==> src/rtl/kpp_pkg.sv <==
// ----------------------------------------------------------------------------
// kpp_pkg: shared types and constants of the kinematic path predictor
// Item and result structs, configuration image, job descriptor, widths,
// register and model codes, and the Q16.16 rounding/saturation helpers.
// ----------------------------------------------------------------------------
package kpp_pkg;

	// Field widths
	localparam int unsigned VAL_W   = 32;   // Q16.16 value
	localparam int unsigned DT_W    = 20;   // step time
	localparam int unsigned HOR_W   = 24;   // horizon / reported time
	localparam int unsigned LIM_W   = 25;   // horizon plus tolerance
	localparam int unsigned T_W     = 26;   // exact i*dt, i <= 64
	localparam int unsigned T1_W    = 27;   // exact (i+1)*dt
	localparam int unsigned DT2_W   = 40;   // dt*dt
	localparam int unsigned MUL_A_W = 33;
	localparam int unsigned MUL_B_W = 21;
	localparam int unsigned MUL_P_W = 54;
	localparam int unsigned VDT_W   = 52;   // 32 x 20 product
	localparam int unsigned ADT2_W  = 72;   // a*dt*dt
	localparam int unsigned LIN_W   = 59;   // running sum of a 32 x 20 product
	localparam int unsigned QUAD_W  = 85;   // running a*t*t
	localparam int unsigned DIF_W   = 81;   // its first difference
	localparam int unsigned LIN_TERM_W  = LIN_W - 16;
	localparam int unsigned QUAD_TERM_W = QUAD_W - 33;
	localparam int unsigned SUM_W   = 54;
	localparam int unsigned SD_W    = 44;
	localparam int unsigned CFG_IDX_W = 3;

	// Job queue between front and back
	localparam int unsigned QUEUE_DEPTH = 2;
	localparam int unsigned QPTR_W      = $clog2(QUEUE_DEPTH);
	localparam int unsigned QCNT_W      = $clog2(QUEUE_DEPTH + 1);

	// Configuration register indexes
	typedef enum logic [CFG_IDX_W-1:0] {
		REG_MODEL     = 3'd0,
		REG_STEP_TIME = 3'd1,
		REG_HORIZON   = 3'd2,
		REG_INIT_SD   = 3'd3,
		REG_SD_GROWTH = 3'd4
	} reg_index_t;

	// Predictor selector codes; the unused code behaves as constant velocity
	localparam logic [1:0] MODEL_CV  = 2'd0;
	localparam logic [1:0] MODEL_CA  = 2'd1;
	localparam logic [1:0] MODEL_UNC = 2'd2;

	typedef struct packed {
		logic [1:0]       predictor_model;
		logic [DT_W-1:0]  step_time;
		logic [HOR_W-1:0] horizon_time;
		logic [VAL_W-1:0] initial_stddev;
		logic [VAL_W-1:0] stddev_growth;
	} cfg_t;

	typedef struct packed {
		logic signed [VAL_W-1:0] pos_x;
		logic signed [VAL_W-1:0] pos_y;
		logic signed [VAL_W-1:0] vel_x;
		logic signed [VAL_W-1:0] vel_y;
		logic signed [VAL_W-1:0] acc_x;
		logic signed [VAL_W-1:0] acc_y;
	} in_item_t;

	typedef struct packed {
		logic [HOR_W-1:0]        pred_time;
		logic signed [VAL_W-1:0] pred_pos_x;
		logic signed [VAL_W-1:0] pred_pos_y;
		logic signed [VAL_W-1:0] pred_vel_x;
		logic signed [VAL_W-1:0] pred_vel_y;
		logic [VAL_W-1:0]        pred_stddev;
		logic                    last_step;
	} result_t;

	// Per-item step increments prepared by the front
	typedef struct packed {
		logic signed [VAL_W-1:0]  pos_x;
		logic signed [VAL_W-1:0]  pos_y;
		logic signed [VAL_W-1:0]  vel_x;
		logic signed [VAL_W-1:0]  vel_y;
		logic signed [VDT_W-1:0]  vdt_x;
		logic signed [VDT_W-1:0]  vdt_y;
		logic signed [VDT_W-1:0]  adt_x;
		logic signed [VDT_W-1:0]  adt_y;
		logic signed [ADT2_W-1:0] adt2_x;
		logic signed [ADT2_W-1:0] adt2_y;
		logic [VDT_W-1:0]         sdt;
	} job_t;

	typedef struct packed {
		logic full;
		logic empty;
	} q_stat_t;

	// x / 2^16 rounded toward zero
	function automatic logic signed [LIN_TERM_W-1:0] trunc_lin(
		input logic signed [LIN_W-1:0] x);
		logic [LIN_W-1:0] biased;
		biased = x + (x[LIN_W-1] ? {{(LIN_W-16){1'b0}}, {16{1'b1}}} : '0);
		return biased[LIN_W-1:16];
	endfunction

	// x / 2^33 rounded toward zero
	function automatic logic signed [QUAD_TERM_W-1:0] trunc_quad(
		input logic signed [QUAD_W-1:0] x);
		logic [QUAD_W-1:0] biased;
		biased = x + (x[QUAD_W-1] ? {{(QUAD_W-33){1'b0}}, {33{1'b1}}} : '0);
		return biased[QUAD_W-1:33];
	endfunction

	// Clamp to the signed 32-bit range
	function automatic logic signed [VAL_W-1:0] sat_s32(
		input logic signed [SUM_W-1:0] x);
		logic signed [VAL_W-1:0] y;
		if (!x[SUM_W-1] && (|x[SUM_W-2:VAL_W-1])) begin
			y = {1'b0, {(VAL_W-1){1'b1}}};
		end else if (x[SUM_W-1] && !(&x[SUM_W-2:VAL_W-1])) begin
			y = {1'b1, {(VAL_W-1){1'b0}}};
		end else begin
			y = x[VAL_W-1:0];
		end
		return y;
	endfunction

endpackage

==> src/rtl/kpp_front.sv <==
// ----------------------------------------------------------------------------
// kpp_front: item intake and per-run setup
// Accepts an item, drops runs with no steps, and works out the per-step
// increments on one shared multiplier before handing a job to the queue.
// ----------------------------------------------------------------------------
module kpp_front #(
	parameter int unsigned TIME_TOLERANCE = 16
) (
	input  logic              clk,
	input  logic              arst_n,
	input  kpp_pkg::cfg_t     cfg,
	input  logic              start,
	input  kpp_pkg::in_item_t item,
	output logic              busy,
	input  logic              q_full,
	output logic              push,
	output kpp_pkg::job_t     job
);

	typedef enum logic [2:0] {
		FR_IDLE = 3'b001,
		FR_CALC = 3'b010,
		FR_PUSH = 3'b100
	} fr_state_t;

	typedef enum logic [3:0] {
		OP_DT2   = 4'd0,
		OP_VDT_X = 4'd1,
		OP_VDT_Y = 4'd2,
		OP_ADT_X = 4'd3,
		OP_ADT_Y = 4'd4,
		OP_SDT   = 4'd5,
		OP_AX_LO = 4'd6,
		OP_AX_HI = 4'd7,
		OP_AY_LO = 4'd8,
		OP_AY_HI = 4'd9
	} mul_op_t;

	fr_state_t state_q;
	mul_op_t   op_q;
	mul_op_t   mul_op_s1;
	logic      iss_q;
	logic      mul_vld_s1;

	logic signed [kpp_pkg::MUL_P_W-1:0] mul_p_s1;
	logic signed [kpp_pkg::MUL_A_W-1:0] a_op;
	logic signed [kpp_pkg::MUL_B_W-1:0] b_op;
	logic signed [kpp_pkg::MUL_P_W-1:0] prod;
	logic [kpp_pkg::DT2_W-1:0]          dt2_q;
	logic signed [kpp_pkg::VAL_W-1:0]   acc_x_q;
	logic signed [kpp_pkg::VAL_W-1:0]   acc_y_q;
	kpp_pkg::job_t                      job_q;

	logic [kpp_pkg::LIM_W-1:0] limit;
	logic                      run_empty;
	logic                      accept;
	logic                      calc_done;

	assign limit = kpp_pkg::LIM_W'(cfg.horizon_time) + kpp_pkg::LIM_W'(TIME_TOLERANCE);
	assign run_empty = (cfg.step_time == '0) || (cfg.horizon_time == '0) ||
		(kpp_pkg::LIM_W'(cfg.step_time) > limit);
	assign accept    = start && (state_q == FR_IDLE);
	assign calc_done = mul_vld_s1 && (mul_op_s1 == OP_AY_HI);
	assign busy      = (state_q != FR_IDLE);
	assign push      = (state_q == FR_PUSH) && !q_full;
	assign job       = job_q;

	always_ff @(posedge clk or negedge arst_n) begin
		if (!arst_n) begin
			state_q    <= FR_IDLE;
			iss_q      <= 1'b0;
			op_q       <= OP_DT2;
			mul_op_s1  <= OP_DT2;
			mul_vld_s1 <= 1'b0;
		end else begin
			unique case (state_q)
				FR_IDLE: begin
					if (accept && !run_empty) begin
						state_q <= FR_CALC;
					end
				end
				FR_CALC: begin
					if (calc_done) begin
						state_q <= FR_PUSH;
					end
				end
				FR_PUSH: begin
					if (!q_full) begin
						state_q <= FR_IDLE;
					end
				end
				default: state_q <= FR_IDLE;
			endcase
			if (accept && !run_empty) begin
				iss_q <= 1'b1;
				op_q  <= OP_DT2;
			end else if (iss_q) begin
				if (op_q == OP_AY_HI) begin
					iss_q <= 1'b0;
				end
				op_q <= mul_op_t'(op_q + 4'd1);
			end
			mul_vld_s1 <= iss_q;
			mul_op_s1  <= op_q;
		end
	end

	always_comb begin
		a_op = '0;
		b_op = {1'b0, cfg.step_time};
		unique case (op_q)
			OP_DT2:   a_op = {13'b0, cfg.step_time};
			OP_VDT_X: a_op = {job_q.vel_x[kpp_pkg::VAL_W-1], job_q.vel_x};
			OP_VDT_Y: a_op = {job_q.vel_y[kpp_pkg::VAL_W-1], job_q.vel_y};
			OP_ADT_X: a_op = {acc_x_q[kpp_pkg::VAL_W-1], acc_x_q};
			OP_ADT_Y: a_op = {acc_y_q[kpp_pkg::VAL_W-1], acc_y_q};
			OP_SDT:   a_op = {1'b0, cfg.stddev_growth};
			OP_AX_LO: begin
				a_op = {acc_x_q[kpp_pkg::VAL_W-1], acc_x_q};
				b_op = {1'b0, dt2_q[19:0]};
			end
			OP_AX_HI: begin
				a_op = {acc_x_q[kpp_pkg::VAL_W-1], acc_x_q};
				b_op = {1'b0, dt2_q[39:20]};
			end
			OP_AY_LO: begin
				a_op = {acc_y_q[kpp_pkg::VAL_W-1], acc_y_q};
				b_op = {1'b0, dt2_q[19:0]};
			end
			OP_AY_HI: begin
				a_op = {acc_y_q[kpp_pkg::VAL_W-1], acc_y_q};
				b_op = {1'b0, dt2_q[39:20]};
			end
			default: ;
		endcase
	end

	assign prod = a_op * b_op;

	// Payload: item capture, product register and job assembly
	always_ff @(posedge clk) begin
		if (accept && !run_empty) begin
			job_q.pos_x <= item.pos_x;
			job_q.pos_y <= item.pos_y;
			job_q.vel_x <= item.vel_x;
			job_q.vel_y <= item.vel_y;
			acc_x_q     <= item.acc_x;
			acc_y_q     <= item.acc_y;
		end
		mul_p_s1 <= prod;
		if (mul_vld_s1) begin
			case (mul_op_s1)
				OP_DT2:   dt2_q <= mul_p_s1[kpp_pkg::DT2_W-1:0];
				OP_VDT_X: job_q.vdt_x <= mul_p_s1[kpp_pkg::VDT_W-1:0];
				OP_VDT_Y: job_q.vdt_y <= mul_p_s1[kpp_pkg::VDT_W-1:0];
				OP_ADT_X: job_q.adt_x <= mul_p_s1[kpp_pkg::VDT_W-1:0];
				OP_ADT_Y: job_q.adt_y <= mul_p_s1[kpp_pkg::VDT_W-1:0];
				OP_SDT:   job_q.sdt   <= mul_p_s1[kpp_pkg::VDT_W-1:0];
				OP_AX_LO: job_q.adt2_x <= kpp_pkg::ADT2_W'(mul_p_s1);
				OP_AX_HI: job_q.adt2_x <= job_q.adt2_x +
					{mul_p_s1[kpp_pkg::VDT_W-1:0], 20'b0};
				OP_AY_LO: job_q.adt2_y <= kpp_pkg::ADT2_W'(mul_p_s1);
				OP_AY_HI: job_q.adt2_y <= job_q.adt2_y +
					{mul_p_s1[kpp_pkg::VDT_W-1:0], 20'b0};
				default: ;
			endcase
		end
	end

	assert property (@(posedge clk) disable iff (!arst_n)
		(accept && !run_empty) |=> (busy && iss_q))
		else $error("front did not start setup after taking an item");

endmodule

==> config.mk <==
export PLATFORM = sky130hd
export DESIGN_NAME = kpp_front
export DESIGN_NICKNAME = d
export VERILOG_FILES = /design/src/rtl/kpp_pkg.sv /design/src/rtl/kpp_front.sv
export SDC_FILE = /design/constraint.sdc
export NUM_CORES = 2
export LEC_CHECK = 0
export BUFFER_PORTS_ARGS = -buffer_cell sky130_fd_sc_hd__buf_2
export CORE_AREA = 5 5 323 325
export CTS_CLUSTER_DIAMETER = 40
export DETAILED_ROUTE_END_ITERATION = 10
export DIE_AREA = 0 0 328 330
export PLACE_DENSITY = 0.83
export SYNTH_ARGS = -nofsm -noshare
export SYNTH_HDL_FRONTEND = slang
export SYNTH_SLANG_ARGS = --single-unit
==> constraint.sdc <==
create_clock -name clk -period 14.6 [get_ports clk]
set_clock_uncertainty 0.05 [all_clocks]
set_input_delay 0.73 -clock clk [delete_from_list [all_inputs] [get_ports clk]]
set_output_delay 0.73 -clock clk [all_outputs]
set_load 0.02 [all_outputs]
==> impl_metrics.toml <==
[synthesis]
synth_top_area_frac = 0.364
ys_warn_count = 0
netlist_instances = 4666
yosys.area.top_type = "edfxtp_1"
synth_common_cells = "inv_1, fa_1, edfxtp_1"
synth_edf_count = 636
async_reset_ff_frac = 0.0185
syn-num-nets = 5892
synth.most_common_cell = "inv_1"
synth_ff_type = "edfxtp_1"
ys_types = 88
synth-seq-cells = 703
syn_avg_cell_area_um2 = 11.2
seq_area_frac_synth = 0.391
synth_area_leaders = "edfxtp_1, fa_1, ha_1"
synthesis.area_um2 = 52500

[drt]
initialDrtViolationCount = 4968
first_pass_iters = 9
drt_wl_total_mm = 197
drc = 2
num_vias = 41900
drt.antenna.violating_nets = 0
vias_per_cell = 6.04
wl_per_cell_um = 28.4

[run]
maxCapViolCount = 0

[sta]
period_needed_ps = 9980
relSlewSlack = 0.0852
slew_violations = 0
tightestPinTransition_ps = 1370
fin_tns_setup_ps = 0
clock.fmax_mhz = 100
rsz0062_at_grt = "no"
setup_viol = 0
fin_crit_sh = 0.683
hold_violations = 0

[min_path]
min_path_type = "input pin to flop"

[final_layout]
post-route-util = 0.610
stdcell_count = 6940
drive_above_1_share = 0.206
nets = 6693
syn_to_final_growth_pct = 17.7

[clock_tree]
tritoncts = "done"
cts_root_buffer = "clkbuf_16"
cts.sinks = 703
numCtsBuffers = 97
clk_path_buf_depth = 3
htreeDepth = 3
clkLatencyLatePin_ps = 700
clk_pin_slew_ps = 60

[die]
die_w_um = 328
core_um2 = 101000
die_h_um = 330
initial_core_util = 0.519
ios = 840
die-area_um2 = 108000
row_count = 117

[status]
failed_checks = "DRC"
status = "finished with violations"

[critical_path]
cpMaxStageDelayCell = "a221o_1"
start_kind = "flop"
critPathCaptureType = "flop"
cpPeakStageDelay_ps = 810
critPathArrivalTime_ps = 10550
crit_path_max_fanout = 36
cp.required_ps = 15170
path_class = "flop to flop"

[global_routing]
grtUsageMet2 = 0.564
antenna_found_initial = 34
grt_usage = 0.359
groute.layer.met3.usage = 0.130
grt_pass1_vias = 42100
top_usage_layer = "met2"
grt_pass1_wl_mm = 280
grt_start_max_net_pins = 85
grt.overflow.total = 0
grtUsageMet1 = 0.415

[placement]
portBuffers = 805
hpwlAfterDp_mm = 153
place.gp.congestion = 0.991
place_inst = 6735
-- cell usage in the layout (no fill, tap or decap), types with 23 or more instances in the layout --
| cell type | synthesis | routed |
|---|---|---|
| nor3_1 | 34 | 31 |
| ha_1 | 265 | 265 |
| xnor2_1 | 88 | 88 |
| a221o_1 | 45 | 45 |
| nor2_1 | 465 | 457 |
| and3_1 | 27 | 26 |
| inv_1 | 668 | 668 |
| a21o_1 | 101 | 101 |
| a22oi_1 | 54 | 54 |
| o21a_1 | 30 | 30 |
| nand3_1 | 58 | 57 |
| buf_2 | 17 | 805 |
| dfxtp_1 | 54 | 54 |
| edfxtp_1 | 636 | 636 |
| buf_4 | 3 | 85 |
| diode_2 | 0 | 23 |
| nand2_1 | 494 | 494 |
| xor2_1 | 70 | 70 |
| a221oi_1 | 42 | 32 |
| and2_1 | 66 | 64 |
| clkbuf_16 | 0 | 97 |
| o21ai_1 | 33 | 31 |
| fa_1 | 655 | 655 |
| a21oi_1 | 149 | 144 |
| o21ai_0 | 130 | 130 |
| nand2b_1 | 30 | 30 |
-- final cells by class --
| type | instances | area, µm² |
|---|---|---|
| clock inverter | 75 | 891 |
| inverter | 668 | 2510 |
| multi-input combinational | 3106 | 28900 |
| fill | 7937 | 39400 |
| tap | 1368 | 1710 |
| clock buffer | 106 | 2460 |
| sequential | 703 | 20500 |
| timing repair buffer | 891 | 4680 |
| antenna | 23 | 57.6 |
-- what timing repair did --
action	in CTS	in global routing
gates resized for setup	0	0
hold buffers	1	0
endpoints found under the setup margin	0	0
endpoints found under the hold margin	12	0
buffers inserted	0	0
-- through the flow --
step | area (µm²) | hold slack [ps] | setup slack [ps]
floorplan | 52500 | 299 | 2980
global placement | 58300 | 416 | 4960
detailed placement | 58300 | 431 | 4790
CTS | 61700 | 120 | 4770
global route | 61700 | 130 | 4150
finish | 61700 | 147 | 4620
-- worst paths after layout --
| kind | start | to | slack (ps) | depth (start not counted) |
|---|---|---|---|---|
| max reg2reg | op_q[3] | mul_p_s1[52] | 4620 | 34 |
| min reg2reg | op_q[1] | mul_op_s1[1] | 440 | 0 |
| max in group asynchronous | arst_n | state_q[0] | 13700 | 2 |
| max | op_q[3] | mul_p_s1[52] | 4620 | 34 |
| min in group asynchronous | arst_n | state_q[2] | 510 | 2 |
| min | item[161] | job[501] | 150 | 1 |
-- state kept, by name, summed over array words and instances (netlist names) --
signal / cells
acc_x_q: 32
mul_vld_s1: 1
acc_y_q: 32
job: 532
mul_p_s1: 54
state_q: 3
iss_q: 1
op_q: 4
mul_op_s1: 4
dt2_q: 40
-- per-layer routing --
| metal | share of wire | vias to the layer above |
|---|---|---|
| met1 | 0.32 | 20700 |
| li1 | - | 17300 |
| met3 | 0.14 | 822 |
| met2 | 0.45 | 3163 |
| met4 | 0.086 | 14 |
| met5 | 0.00045 | - |
-- cells by family (layout without fill, tap and decap cells) --
family	after synthesis	after routing	share of synthesized area
fa+ha+maj	920	920	0.313
xor+xnor	158	158	0.0264
mux	5	5	0.000954
other cells	0	23	0
simple gates	1271	1271	0.105
buf+inv	857	1740	0.0619
flops	703	703	0.391
compound gates	752	752	0.102
-- critical path, delay by kind of cell (launching register included) --
kind	cells	cell delay, ps
AND/OR/NAND/NOR	7	1400
AO/OA/AOI/OAI	9	2890
adder cells (fa/ha/maj)	8	3880
buffers and inverters	9	940
XOR/XNOR	1	140
flip-flops	1	550
Power is left out: the tool's default activity adds up to more than one toggle a clock period on the data nets, which glitch-free logic cannot reach.
