--- src/rtl/kpp_pkg.sv ---
// ----------------------------------------------------------------------------
// kpp_pkg: shared types and constants of the kinematic path predictor
// Item and result structs, configuration image, job descriptor, widths,
// register and model codes, and the Q16.16 rounding/saturation helpers.
// ----------------------------------------------------------------------------
package kpp_pkg;

	// Field widths
	localparam int unsigned VAL_W   = 32;   // Q16.16 value
	localparam int unsigned DT_W    = 20;   // step time
	localparam int unsigned HOR_W   = 24;   // horizon / reported time
	localparam int unsigned LIM_W   = 25;   // horizon plus tolerance
	localparam int unsigned T_W     = 26;   // exact i*dt, i <= 64
	localparam int unsigned T1_W    = 27;   // exact (i+1)*dt
	localparam int unsigned DT2_W   = 40;   // dt*dt
	localparam int unsigned MUL_A_W = 33;
	localparam int unsigned MUL_B_W = 21;
	localparam int unsigned MUL_P_W = 54;
	localparam int unsigned VDT_W   = 52;   // 32 x 20 product
	localparam int unsigned ADT2_W  = 72;   // a*dt*dt
	localparam int unsigned LIN_W   = 59;   // running sum of a 32 x 20 product
	localparam int unsigned QUAD_W  = 85;   // running a*t*t
	localparam int unsigned DIF_W   = 81;   // its first difference
	localparam int unsigned LIN_TERM_W  = LIN_W - 16;
	localparam int unsigned QUAD_TERM_W = QUAD_W - 33;
	localparam int unsigned SUM_W   = 54;
	localparam int unsigned SD_W    = 44;
	localparam int unsigned CFG_IDX_W = 3;

	// Job queue between front and back
	localparam int unsigned QUEUE_DEPTH = 2;
	localparam int unsigned QPTR_W      = $clog2(QUEUE_DEPTH);
	localparam int unsigned QCNT_W      = $clog2(QUEUE_DEPTH + 1);

	// Configuration register indexes
	typedef enum logic [CFG_IDX_W-1:0] {
		REG_MODEL     = 3'd0,
		REG_STEP_TIME = 3'd1,
		REG_HORIZON   = 3'd2,
		REG_INIT_SD   = 3'd3,
		REG_SD_GROWTH = 3'd4
	} reg_index_t;

	// Predictor selector codes; the unused code behaves as constant velocity
	localparam logic [1:0] MODEL_CV  = 2'd0;
	localparam logic [1:0] MODEL_CA  = 2'd1;
	localparam logic [1:0] MODEL_UNC = 2'd2;

	typedef struct packed {
		logic [1:0]       predictor_model;
		logic [DT_W-1:0]  step_time;
		logic [HOR_W-1:0] horizon_time;
		logic [VAL_W-1:0] initial_stddev;
		logic [VAL_W-1:0] stddev_growth;
	} cfg_t;

	typedef struct packed {
		logic signed [VAL_W-1:0] pos_x;
		logic signed [VAL_W-1:0] pos_y;
		logic signed [VAL_W-1:0] vel_x;
		logic signed [VAL_W-1:0] vel_y;
		logic signed [VAL_W-1:0] acc_x;
		logic signed [VAL_W-1:0] acc_y;
	} in_item_t;

	typedef struct packed {
		logic [HOR_W-1:0]        pred_time;
		logic signed [VAL_W-1:0] pred_pos_x;
		logic signed [VAL_W-1:0] pred_pos_y;
		logic signed [VAL_W-1:0] pred_vel_x;
		logic signed [VAL_W-1:0] pred_vel_y;
		logic [VAL_W-1:0]        pred_stddev;
		logic                    last_step;
	} result_t;

	// Per-item step increments prepared by the front
	typedef struct packed {
		logic signed [VAL_W-1:0]  pos_x;
		logic signed [VAL_W-1:0]  pos_y;
		logic signed [VAL_W-1:0]  vel_x;
		logic signed [VAL_W-1:0]  vel_y;
		logic signed [VDT_W-1:0]  vdt_x;
		logic signed [VDT_W-1:0]  vdt_y;
		logic signed [VDT_W-1:0]  adt_x;
		logic signed [VDT_W-1:0]  adt_y;
		logic signed [ADT2_W-1:0] adt2_x;
		logic signed [ADT2_W-1:0] adt2_y;
		logic [VDT_W-1:0]         sdt;
	} job_t;

	typedef struct packed {
		logic full;
		logic empty;
	} q_stat_t;

	// x / 2^16 rounded toward zero
	function automatic logic signed [LIN_TERM_W-1:0] trunc_lin(
		input logic signed [LIN_W-1:0] x);
		logic [LIN_W-1:0] biased;
		biased = x + (x[LIN_W-1] ? {{(LIN_W-16){1'b0}}, {16{1'b1}}} : '0);
		return biased[LIN_W-1:16];
	endfunction

	// x / 2^33 rounded toward zero
	function automatic logic signed [QUAD_TERM_W-1:0] trunc_quad(
		input logic signed [QUAD_W-1:0] x);
		logic [QUAD_W-1:0] biased;
		biased = x + (x[QUAD_W-1] ? {{(QUAD_W-33){1'b0}}, {33{1'b1}}} : '0);
		return biased[QUAD_W-1:33];
	endfunction

	// Clamp to the signed 32-bit range
	function automatic logic signed [VAL_W-1:0] sat_s32(
		input logic signed [SUM_W-1:0] x);
		logic signed [VAL_W-1:0] y;
		if (!x[SUM_W-1] && (|x[SUM_W-2:VAL_W-1])) begin
			y = {1'b0, {(VAL_W-1){1'b1}}};
		end else if (x[SUM_W-1] && !(&x[SUM_W-2:VAL_W-1])) begin
			y = {1'b1, {(VAL_W-1){1'b0}}};
		end else begin
			y = x[VAL_W-1:0];
		end
		return y;
	endfunction

endpackage

--- src/rtl/kpp_queue.sv ---
// ----------------------------------------------------------------------------
// kpp_queue: job queue between front and back
// Small FIFO of prepared jobs; head entry is visible while not empty.
// ----------------------------------------------------------------------------
module kpp_queue (
	input  logic             clk,
	input  logic             arst_n,
	input  logic             push,
	input  kpp_pkg::job_t    wdata,
	input  logic             pop,
	output kpp_pkg::job_t    rdata,
	output kpp_pkg::q_stat_t stat
);

	kpp_pkg::job_t mem_q [kpp_pkg::QUEUE_DEPTH];

	logic [kpp_pkg::QPTR_W-1:0] wr_ptr_q;
	logic [kpp_pkg::QPTR_W-1:0] rd_ptr_q;
	logic [kpp_pkg::QCNT_W-1:0] cnt_q;

	function automatic logic [kpp_pkg::QPTR_W-1:0] ptr_inc(
		input logic [kpp_pkg::QPTR_W-1:0] p);
		logic [kpp_pkg::QPTR_W-1:0] n;
		if (p == kpp_pkg::QPTR_W'(kpp_pkg::QUEUE_DEPTH - 1)) begin
			n = '0;
		end else begin
			n = p + kpp_pkg::QPTR_W'(1);
		end
		return n;
	endfunction

	assign stat.full  = (cnt_q == kpp_pkg::QCNT_W'(kpp_pkg::QUEUE_DEPTH));
	assign stat.empty = (cnt_q == '0);
	assign rdata      = mem_q[rd_ptr_q];

	always_ff @(posedge clk or negedge arst_n) begin
		if (!arst_n) begin
			wr_ptr_q <= '0;
			rd_ptr_q <= '0;
			cnt_q    <= '0;
		end else begin
			if (push) begin
				wr_ptr_q <= ptr_inc(wr_ptr_q);
			end
			if (pop) begin
				rd_ptr_q <= ptr_inc(rd_ptr_q);
			end
			if (push && !pop) begin
				cnt_q <= cnt_q + kpp_pkg::QCNT_W'(1);
			end else if (pop && !push) begin
				cnt_q <= cnt_q - kpp_pkg::QCNT_W'(1);
			end
		end
	end

	always_ff @(posedge clk) begin
		if (push) begin
			mem_q[wr_ptr_q] <= wdata;
		end
	end

	assert property (@(posedge clk) disable iff (!arst_n) push |-> !stat.full)
		else $error("job pushed into a full queue");
	assert property (@(posedge clk) disable iff (!arst_n) pop |-> !stat.empty)
		else $error("job popped from an empty queue");

endmodule

--- config.mk ---
export PLATFORM = sky130hd
export DESIGN_NAME = kpp_queue
export DESIGN_NICKNAME = d
export VERILOG_FILES = /design/src/rtl/kpp_pkg.sv /design/src/rtl/kpp_queue.sv
export SDC_FILE = /design/constraint.sdc
export NUM_CORES = 1
export LEC_CHECK = 0
export BUFFER_PORTS_ARGS = -buffer_cell sky130_fd_sc_hd__buf_2
export CAP_MARGIN = 10
export CORE_AREA = 8 8 413 415
export CTS_CLUSTER_DIAMETER = 60
export DETAILED_ROUTE_END_ITERATION = 7
export DIE_AREA = 0 0 421 423
export GPL_ROUTABILITY_DRIVEN = 0
export HOLD_SLACK_MARGIN = 0.05
export PLACE_DENSITY = 0.52
export SLEW_MARGIN = 20
export SYNTH_ARGS = -nofsm -noshare
export SYNTH_HDL_FRONTEND = slang
export SYNTH_SLANG_ARGS = --single-unit
--- constraint.sdc ---
create_clock -name clk -period 32.3 [get_ports clk]
set_input_delay 6.46 -clock clk [delete_from_list [all_inputs] [get_ports clk]]
set_output_delay 6.46 -clock clk [all_outputs]
set_load 0.05 [all_outputs]
==> results of run 1 <==
## logic make-up after synthesis
logic type / synth area share
buf+inv: 0.0139
fa+ha+maj: 0.000312
flops: 0.800
xor+xnor: 0.00109
simple gates: 0.000656
mux: 0.184
## where the power goes
group / switching (mW) / internal (mW) / total [mW]
Combinational: 1.67 / 0.659 / 2.33
Sequential: 0.0750 / 1.84 / 1.92
Clock: 0.552 / 0.704 / 1.26
Total: 2.30 / 3.20 / 5.50
## synth_stat cells
cell	instances	area, um^2
edfxtp_1	1064	32000
mux2_4	370	5560
mux2_2	162	1820
buf_6	41	462
buf_2	17	85.1
dfrtp_1	4	100
xor2_1	4	35.0
nor2_1	2	7.51
nor2b_1	2	12.5
and2_1	1	6.26
buf_4	1	7.51
ha_1	1	12.5
inv_1	1	3.75
xnor2_1	1	8.76
## worst max path at each step
stage              from           to  slack [ns]  cells after the start
3_5_place_dp   rd_ptr_q   rdata[322]       19.74                      7
6_report       rd_ptr_q   rdata[322]       19.16                      7
4_1_cts        rd_ptr_q   rdata[322]       18.94                      7
2_1_floorplan      push  mem_q[0][0]        1.53                      1
5_1_grt        rd_ptr_q   rdata[322]       18.78                      7
3_3_place_gp   rd_ptr_q   rdata[322]       19.80                      7
## cells in the final DEF, fill, tap and decap left out, types with 3 or more instances in the layout
cell type / netlist / final
clkbuf_1: 0 / 27
xor2_1: 4 / 4
inv_8: 0 / 3
mux2_4: 370 / 370
dfrtp_1: 4 / 3
clkinv_8: 0 / 3
buf_2: 17 / 1069
mux2_2: 162 / 162
clkinv_2: 0 / 16
inv_6: 0 / 7
buf_4: 1 / 25
clkinv_16: 0 / 4
clkinv_1: 0 / 26
bufinv_16: 0 / 4
diode_2: 0 / 41
clkbuf_16: 0 / 117
edfxtp_1: 1064 / 1064
## routing by layer
layer,up-vias,wire length [um],GRT usage
li1,9080,-,-
met1,10500,45000,0.140
met5,-,337,0.00107
met3,266,9930,0.0503
met4,50,5670,0.0671
met2,772,62500,0.222
## registers in the layout, indices dropped and copies added, names as in the netlist
register and count:
rd_ptr_q 1, cnt_q 2, wr_ptr_q 1, mem_q 1064
## worst reg2reg max path, stage by stage, from the launching register on
cell and delay (ns):
dfrtp_1 0.42, nor2b_4 0.12, buf_4 0.68, buf_4 0.93
buf_4 0.83, buf_4 0.97
## metrics by stage
stage | util | instance area [um^2] | power, mW
2_1_floorplan | - | 40100 | 3.97
3_3_place_gp | 0.292 | 47800 | 4.31
3_5_place_dp | 0.292 | 47800 | 4.32
4_1_cts | 0.314 | 51500 | 5.59
5_1_grt | 0.314 | 51500 | 5.70
6_report | 0.315 | 51600 | 5.50
## area by class of cell
cell class / instances / area, um^2 / area share
Tap cell: 2189 / 2740 / 0.0531
Antenna cell: 41 / 103 / 0.00199
Clock buffer: 144 / 3030 / 0.0587
Sequential cell: 1068 / 32100 / 0.622
Timing Repair Buffer: 1095 / 5560 / 0.108
Clock inverter: 68 / 614 / 0.0119
Multi-Input combinational cell: 543 / 7470 / 0.145
Inverter: 1 / 3.75 / 0.0000728
==> flow_metrics.env, run 1 <==
export IMPL_status="completed"
export IMPL_start_util=0.245
export IMPL_worstMarginPinSlew_ns=1.14
export IMPL_die_w_um=421
export IMPL_die_y_um=423
export IMPL_r2r_end="mem_q[0][252]"
export IMPL_clk_pin_slew_ns=0.06
export IMPL_fp_row_count=149
export IMPL_cts_buffer_depth=3
export IMPL_rr_worst_depth=5
export IMPL_worst_slack_ns=19.16
export IMPL_min_from="cnt_q[1]"
export IMPL_yosys_warnings=0
export IMPL_port_buffers=1069
export IMPL_dp_hpwl_um=93500
export IMPL_cts_resized=0
export IMPL_r2r_start="wr_ptr_q"
export IMPL_min_to="cnt_q[1]"
export IMPL_slew_headroom=0.241
export IMPL_max_cap_violations=0
export IMPL_totalWireLength_um=123000
export IMPL_htree_levels=3
export IMPL_finalSetupViolCount=0
export IMPL_rsz0062_at_grt="false"
export IMPL_synthCells=1671
export IMPL_drt_pass1_iterations=5
export IMPL_grt_max_degree=135
export IMPL_area_growth_pct=28.7
export IMPL_fin_worst_skew_ns=0.0592
export IMPL_worstPathArrival_ns=6.68
export IMPL_ys_seq_area_frac=0.800
export IMPL_drc=0
export IMPL_grt_pass1_wl_um=167000
export IMPL_period_share=0.407
export IMPL_critPathCaptureType="output port"
export IMPL_syn_area_per_cell_um2=24.0
export IMPL_vias=20600
export IMPL_whs_path_depth=1
export IMPL_grt_ovfl_total=0
export IMPL_insertion_delay_ns=0.75
export IMPL_syn_num_nets=2208
export IMPL_cp_num_buf_inv=6
export IMPL_grt_pass1_vias=21400
export IMPL_min_period_ns=13.14
export IMPL_critPathRequiredTime_ns=25.84
export IMPL_drt_iter0_markers=1484
export IMPL_path_cells="buf_4 > buf_4 > buf_4 > buf_4 > buf_4 > mux2_4 > buf_2"
export IMPL_worstHoldPathType="flip-flop to flip-flop"
export IMPL_p_leak_nw=19.9
export IMPL_crit_type="flip-flop to output port"
export IMPL_fillers=16100
export IMPL_ys_types=14
export IMPL_synth_seq_cells=1068
export IMPL_cts_tree="built"
export IMPL_numClockSinks=1068
export IMPL_slowest_stage="dfrtp_4"
export IMPL_fmax_mhz=76.1
export IMPL_dieArea_um2=178000
export IMPL_core_um2=164000
export IMPL_final_antenna_net_count=0
export IMPL_netlist_area_um2=40100
export IMPL_instances_no_fill=5149
export IMPL_antenna_found_initial=81
export IMPL_vdd_drop_max_mv=0.102
export IMPL_cts_buffers=117
export IMPL_path_max_fanout=66
export IMPL_grtUsageTotal=0.130
export IMPL_wl_per_cell_um=24.0
export IMPL_p_per_area_nw_per_um2=107
export IMPL_slowest_delay_ns=0.97
export IMPL_drv_slew=0
export IMPL_place_ws_ns=19.74
export IMPL_setup_tns_ns=0
export IMPL_hold_viol=0
export IMPL_cp_start_kind="flip-flop"
export IMPL_place_inst=4896
export IMPL_postCtsHoldBufs=0
export IMPL_rrSetupSlack_ns=27.96
export IMPL_path_delay_family="buffers and inverters"
export IMPL_path_common_cell="buf_4"
export IMPL_io_pins=1070
export IMPL_nNetsFinal=3363
export IMPL_cts_root_buf="clkbuf_16"
export IMPL_post_cts_buffers=0
export IMPL_layout_drive_gt1_share=0.613
export IMPL_holdWs_ns=0.501
export IMPL_avgViaCountPerCell=4.01
Power figures use the tool's default switching activity.
==> run 2: changes to the inputs <==
Settings changed: ABC_AREA from default to 1, CORE_AREA 8 8 413 415 to 8 8 414 416, DIE_AREA 0 0 421 423 to 0 0 422 424, PLACE_DENSITY 0.52 to 0.54.
Clock period 32.3 ns to 11.8 ns, I/O delays scaled along.
==> run 2 against run 1 <==
- die area rose by 0.47%
- hold slack better by 0.025 ns
- worst setup slack got worse by 14 ns
- critical path depth down 3
- combinational power increased to 2.7 times the previous value
- clock power grew to 2.9 times the previous value
- non-clock buffer count down 1
- global-route usage fell by 0.43 points
- sequential share of layout area decreased by 0.30 points
- synthesized area barely moved
- register-to-register slack got worse by 20 ns
- sequential power rose to 2.7 times the previous value
- largest cell class unchanged
==> flow_metrics.env, run 2 <==
export IMPL_status="completed"
export IMPL_fillers=16100
export IMPL_insertion_delay_ns=0.74
export IMPL_min_period_ns=6.31
export IMPL_dr_wl_met3_um=9670
export IMPL_numClockSinks=1068
export IMPL_grt_ovfl_total=0
export IMPL_final_antenna_net_count=0
export IMPL_path_max_fanout=57
export IMPL_area_growth_pct=29.3
export IMPL_grtUsageTotal=0.126
export IMPL_finalSetupViolCount=0
export IMPL_fin_worst_skew_ns=0.0564
export IMPL_clk_pin_slew_ns=0.06
export IMPL_r2r_end="mem_q[0][370]"
export IMPL_worst_slack_ns=5.49
export IMPL_setup_tns_ns=0
export IMPL_critPathRequiredTime_ns=9.44
export IMPL_cts_buffers=120
export IMPL_r2r_start="wr_ptr_q"
export IMPL_place_inst=4903
export IMPL_netlist_top_cells_area="edfxtp_1 (80%), mux2_4 (14%), mux2_2 (4.6%)"
export IMPL_port_buffers=1069
export IMPL_regMostFlops="mem_q"
export IMPL_top_regs="mem_q: 1064 flops, cnt_q: 2 flops"
export IMPL_topRoutingLayerUsed="met5"
export IMPL_rr_worst_depth=4
export IMPL_synth_top_cell_by_area="edfxtp_1"
export IMPL_avgViaCountPerCell=3.99
export IMPL_netlist_area_um2=40100
export IMPL_cp_start_kind="flip-flop"
export IMPL_wl_met1_um=44900
export IMPL_whs_path_depth=2
export IMPL_rrSetupSlack_ns=8.35
export IMPL_core_um2=164000
export IMPL_post_cts_buffers=0
export IMPL_dp_hpwl_um=88700
export IMPL_grt_pass1_wl_um=163000
export IMPL_yosys_warnings=0
export IMPL_place_ws_ns=6.18
export IMPL_drc=0
export IMPL_cp_num_buf_inv=3
export IMPL_p_leak_nw=20.0
export IMPL_synthCells=1680
export IMPL_min_to="cnt_q[1]"
export IMPL_drv_slew=0
export IMPL_grt_max_degree=166
export IMPL_totalWireLength_um=120000
export IMPL_dieArea_um2=179000
export IMPL_worstHoldPathType="flip-flop to flip-flop"
export IMPL_syn_area_per_cell_um2=23.9
export IMPL_p_per_area_nw_per_um2=293
export IMPL_min_from="cnt_q[1]"
export IMPL_postCtsHoldBufs=0
export IMPL_syn_num_nets=2217
export IMPL_synth_top_cell_area_share=0.797
export IMPL_cts_buffer_depth=3
export IMPL_synth_edff_count=1064
export IMPL_layout_drive_gt1_share=0.612
export IMPL_htree_levels=3
export IMPL_vias=20500
export IMPL_vdd_drop_max_mv=0.173
export IMPL_critPathCaptureType="output port"
export IMPL_ys_top_cells_by_count="edfxtp_1 (1064), mux2_4 (370), mux2_2 (162), buf_6 (41), buf_2 (17)"
export IMPL_synth_async_reset_ratio=0.00375
export IMPL_rsz0062_at_grt="false"
export IMPL_io_pins=1070
export IMPL_dr_wl_met2_um=61800
export IMPL_die_y_um=424
export IMPL_slowest_delay_ns=0.84
export IMPL_path_common_cell="buf_4"
export IMPL_instances_no_fill=5144
export IMPL_worstMarginPinSlew_ns=1.01
export IMPL_fmax_mhz=158
export IMPL_ys_types=15
export IMPL_drt_iter0_markers=1425
export IMPL_antenna_found_initial=56
export IMPL_die_w_um=422
export IMPL_yosysMostFrequentCell="edfxtp_1"
export IMPL_ys_seq_area_frac=0.799
export IMPL_cts_resized=0
export IMPL_largest_reg_flops=1064
export IMPL_wl_per_cell_um=23.2
export IMPL_ys_flop_type="edfxtp_1"
export IMPL_grt_pass1_vias=21600
export IMPL_cts_root_buf="clkbuf_16"
export IMPL_multi_input_area_um2=7470
export IMPL_path_cells="buf_4 > buf_4 > mux2_2 > buf_2"
export IMPL_synth_seq_cells=1068
export IMPL_slowest_stage="dfrtp_4"
export IMPL_max_cap_violations=0
export IMPL_slew_headroom=0.323
export IMPL_crit_type="flip-flop to output port"
export IMPL_worstPathArrival_ns=3.95
export IMPL_fp_row_count=149
export IMPL_cts_tree="built"
export IMPL_nNetsFinal=3374
export IMPL_drt_pass1_iterations=5
export IMPL_start_util=0.244
export IMPL_register_area_um2=32100
export IMPL_path_delay_family="buffers and inverters"
export IMPL_final_common_cell="buf_2"
export IMPL_hold_viol=0
export IMPL_mostFrequentLayoutCells="buf_2 (1069), edfxtp_1 (1064), mux2_4 (370)"
export IMPL_period_share=0.535
run 2: worst register-to-register path, delay by kind of cell, from the launching register on:
family	cells	cell delay (ns)
buf+inv	3	2.43
flops	1	0.43
simple gates	1	0.13
run 2: routing by layer:
layer,track usage,up-vias
met1,0.140,10500
li1,-,9101
met3,0.0467,195
met5,0,-
met2,0.224,695
met4,0.0367,30
run 2: worst max-delay path by stage:
stage	startpoint	cells after the start	slack, ns	endpoint
floorplan	push	2	0.98	mem_q[1][0]
global placement	push	6	6.20	mem_q[0][390]
detailed placement	rd_ptr_q	4	6.18	rdata[406]
CTS	rd_ptr_q	4	5.29	rdata[406]
global route	rd_ptr_q	4	5.15	rdata[528]
finish	rd_ptr_q	4	5.49	rdata[518]
run 2: cell type report:
class	instances	share of cell area
Clock buffer	142	0.0604
Antenna cell	24	0.00116
Inverter	7	0.000579
Tap cell	2189	0.0529
Clock inverter	74	0.0142
Timing Repair Buffer	1094	0.108
Multi-Input combinational cell	546	0.144
Sequential cell	1068	0.619
run 2: through the flow:
step / power [mW] / instance area [um^2] / hold slack, ns / utilization
detailed placement: 11.7 / 47900 / 0.499 / 0.291
CTS: 15.4 / 51700 / 0.515 / 0.315
global placement: 11.7 / 47900 / 0.496 / 0.291
global route: 15.7 / 51800 / 0.557 / 0.315
floorplan: 10.5 / 40100 / 0.463 / -
finish: 15.2 / 51800 / 0.525 / 0.315
run 2: power breakdown:
group | leakage (nW) | internal (mW) | total (mW) | switching (mW)
combinational | 8.10 | 1.81 | 6.30 | 4.49
clock | 1.87 | 2.11 | 3.63 | 1.52
sequential | 10.0 | 5.04 | 5.23 | 0.192
run 2: cells by family (layout without fill, tap and decap cells):
| group | Yosys count | in the layout | synth area share |
|---|---|---|---|
| mux | 532 | 532 | 0.184 |
| buf+inv | 66 | 1317 | 0.0145 |
| xor+xnor | 3 | 3 | 0.000656 |
| fa+ha+maj | 1 | 1 | 0.000312 |
| flops | 1068 | 1068 | 0.799 |
| other cells | 0 | 24 | 0 |
| simple gates | 10 | 10 | 0.00103 |
==> run 3: changes to the inputs <==
Settings changed: ABC_AREA 1 to 0, CORE_AREA 8 8 414 416 to 8 8 413 415, DIE_AREA 0 0 422 424 to 0 0 421 423, PLACE_DENSITY 0.54 to 0.52.
Clock period 11.8 ns to 6.25 ns, I/O delays scaled along.
==> run 3 against run 2 <==
- hold slack worse by 0.22 ns
- clock power grew 91%
- wire length up 2.0%
- register-to-register slack got worse by 4.4 ns
- clock-buffer cell count shrank 1
- power is 91% higher
- critical path depth unchanged
- sequential power increased by 88%
==> flow_metrics.env, run 3 (synthesis results as in run 1) <==
export IMPL_clk_pin_slew_ns=0.06
export IMPL_numClockSinks=1068
export IMPL_drt_pass1_iterations=5
export IMPL_area_growth_pct=30.3
export IMPL_seqPwrFrac=0.340
export IMPL_critPathRequiredTime_ns=5.00
export IMPL_totalWireLength_um=122000
export IMPL_cp_num_buf_inv=3
export IMPL_nNetsFinal=3397
export IMPL_rr_worst_depth=2
export IMPL_status="completed"
export IMPL_path_depth=4
export IMPL_cts_resized=0
export IMPL_wl_per_cell_um=23.6
export IMPL_critPathCaptureType="output port"
export IMPL_finalSetupViolCount=0
export IMPL_multi_input_area_um2=7470
export IMPL_grt_pass1_vias=21500
export IMPL_vdd_drop_max_mv=0.295
export IMPL_worstPathArrival_ns=3.13
export IMPL_worstHoldPathType="primary input to asynchronous set/reset pin"
export IMPL_p_switching_mw=11.9
export IMPL_cts_buffer_depth=3
export IMPL_p_clk_frac=0.240
export IMPL_regMostFlops="mem_q"
export IMPL_postCtsHoldBufs=0
export IMPL_holdWs_ns=0.309
export IMPL_final_common_cell="buf_2"
export IMPL_rsz0062_at_grt="false"
export IMPL_grt_pass1_wl_um=166000
export IMPL_p_leak_nw=20.2
export IMPL_period_share=0.700
export IMPL_cts_root_buf="clkbuf_16"
export IMPL_slew_headroom=0.339
export IMPL_p_sw_frac=0.411
export IMPL_start_util=0.245
export IMPL_worst_slack_ns=1.87
export IMPL_fin_worst_skew_ns=0.0231
export IMPL_top_regs="mem_q: 1064 flops, cnt_q: 2 flops"
export IMPL_dp_hpwl_um=91600
export IMPL_drt_iter0_markers=1262
export IMPL_max_cap_violations=0
export IMPL_grt_ovfl_total=0
export IMPL_core_um2=164000
export IMPL_cp_start_kind="flip-flop"
export IMPL_port_buffers=1069
export IMPL_register_area_um2=32100
export IMPL_cts_buffers=119
export IMPL_insertion_delay_ns=0.75
export IMPL_avgViaCountPerCell=4.01
export IMPL_cts_tree="built"
export IMPL_drv_slew=0
export IMPL_slowest_stage="dfrtp_4"
export IMPL_internal_power_mw=17.1
export IMPL_die_y_um=423
export IMPL_slowest_delay_ns=0.95
export IMPL_layout_drive_gt1_share=0.621
export IMPL_drc=0
export IMPL_io_pins=1070
export IMPL_grtUsageTotal=0.130
export IMPL_vias=20700
export IMPL_htree_levels=3
export IMPL_die_w_um=421
export IMPL_p_per_area_nw_per_um2=555
export IMPL_pwr_share_comb=0.421
export IMPL_fp_row_count=149
export IMPL_worstMarginPinSlew_ns=0.992
export IMPL_mostFrequentLayoutCells="buf_2 (1069), edfxtp_1 (1064), mux2_4 (370)"
export IMPL_path_cells="buf_12 > buf_4 > mux2_2 > buf_2"
export IMPL_min_period_ns=4.38
export IMPL_crit_type="flip-flop to output port"
export IMPL_post_cts_buffers=0
export IMPL_hold_viol=0
export IMPL_place_ws_ns=2.57
export IMPL_path_delay_family="buffers and inverters"
export IMPL_dieArea_um2=178000
export IMPL_fillers=16000
export IMPL_largest_reg_flops=1064
export IMPL_grt_max_degree=117
export IMPL_final_antenna_net_count=0
export IMPL_antenna_found_initial=63
export IMPL_path_max_fanout=48
export IMPL_fmax_mhz=229
-- run 3: layout make-up --
type | count | area share
repair buffers | 1127 | 0.114
multi-input cells | 543 | 0.143
clock buffers | 141 | 0.0594
well taps | 2189 | 0.0525
inverters | 1 | 0.0000719
diodes | 16 | 0.000767
flip-flops and latches | 1068 | 0.614
clock inverters | 86 | 0.0162
-- run 3: worst reg2reg max path, cell delays in order, from the launching register on --
cell and delay [ns]:
dfrtp_1 0.42, and2_4 0.82, buf_12 0.60
-- run 3: worst paths after layout --
| check | start | to | slack (ns) |
|---|---|---|---|
| worst max-delay path | rd_ptr_q | rdata[46] | 1.87 |
| min in group clk | cnt_q[1] | cnt_q[1] | 0.49 |
| max in group asynchronous | arst_n | rd_ptr_q | 5.79 |
| worst min register to register | cnt_q[1] | cnt_q[1] | 0.49 |
| worst min-delay path | arst_n | cnt_q[1] | 0.31 |
| worst max register to register | wr_ptr_q | mem_q[1][164] | 3.91 |
-- run 3: layer usage --
metal,share of wire,wire (um),global-route usage,up-vias
li1,-,-,-,9137
met1,0.38,46300,0.146,10700
met2,0.52,63400,0.230,691
met3,0.074,9060,0.0462,203
met4,0.025,3010,0.0411,42
met5,0.0021,251,0,-
-- run 3: power by group through the flow --
stage | combinational [mW] | sequential, mW | clock [mW]
2_1_floorplan | 9.46 | 10.3 | 0
3_3_place_gp | 12.4 | 9.97 | 0
3_5_place_dp | 12.4 | 10.0 | 0
4_1_cts | 12.4 | 9.87 | 7.19
5_1_grt | 12.6 | 9.97 | 7.44
6_report | 12.2 | 9.85 | 6.95
-- run 3: per-stage QoR --
step	instances	utilization	power, mW	cell area (um^2)	TNS [ns]
2_1_floorplan	1671	-	19.7	40100	-2814.02
3_3_place_gp	4928	0.294	22.4	48200	0
3_5_place_dp	4928	0.294	22.4	48200	0
4_1_cts	5155	0.318	29.5	52200	0
5_1_grt	5161	0.318	30.0	52200	0
6_report	5171	0.319	29.0	52200	0
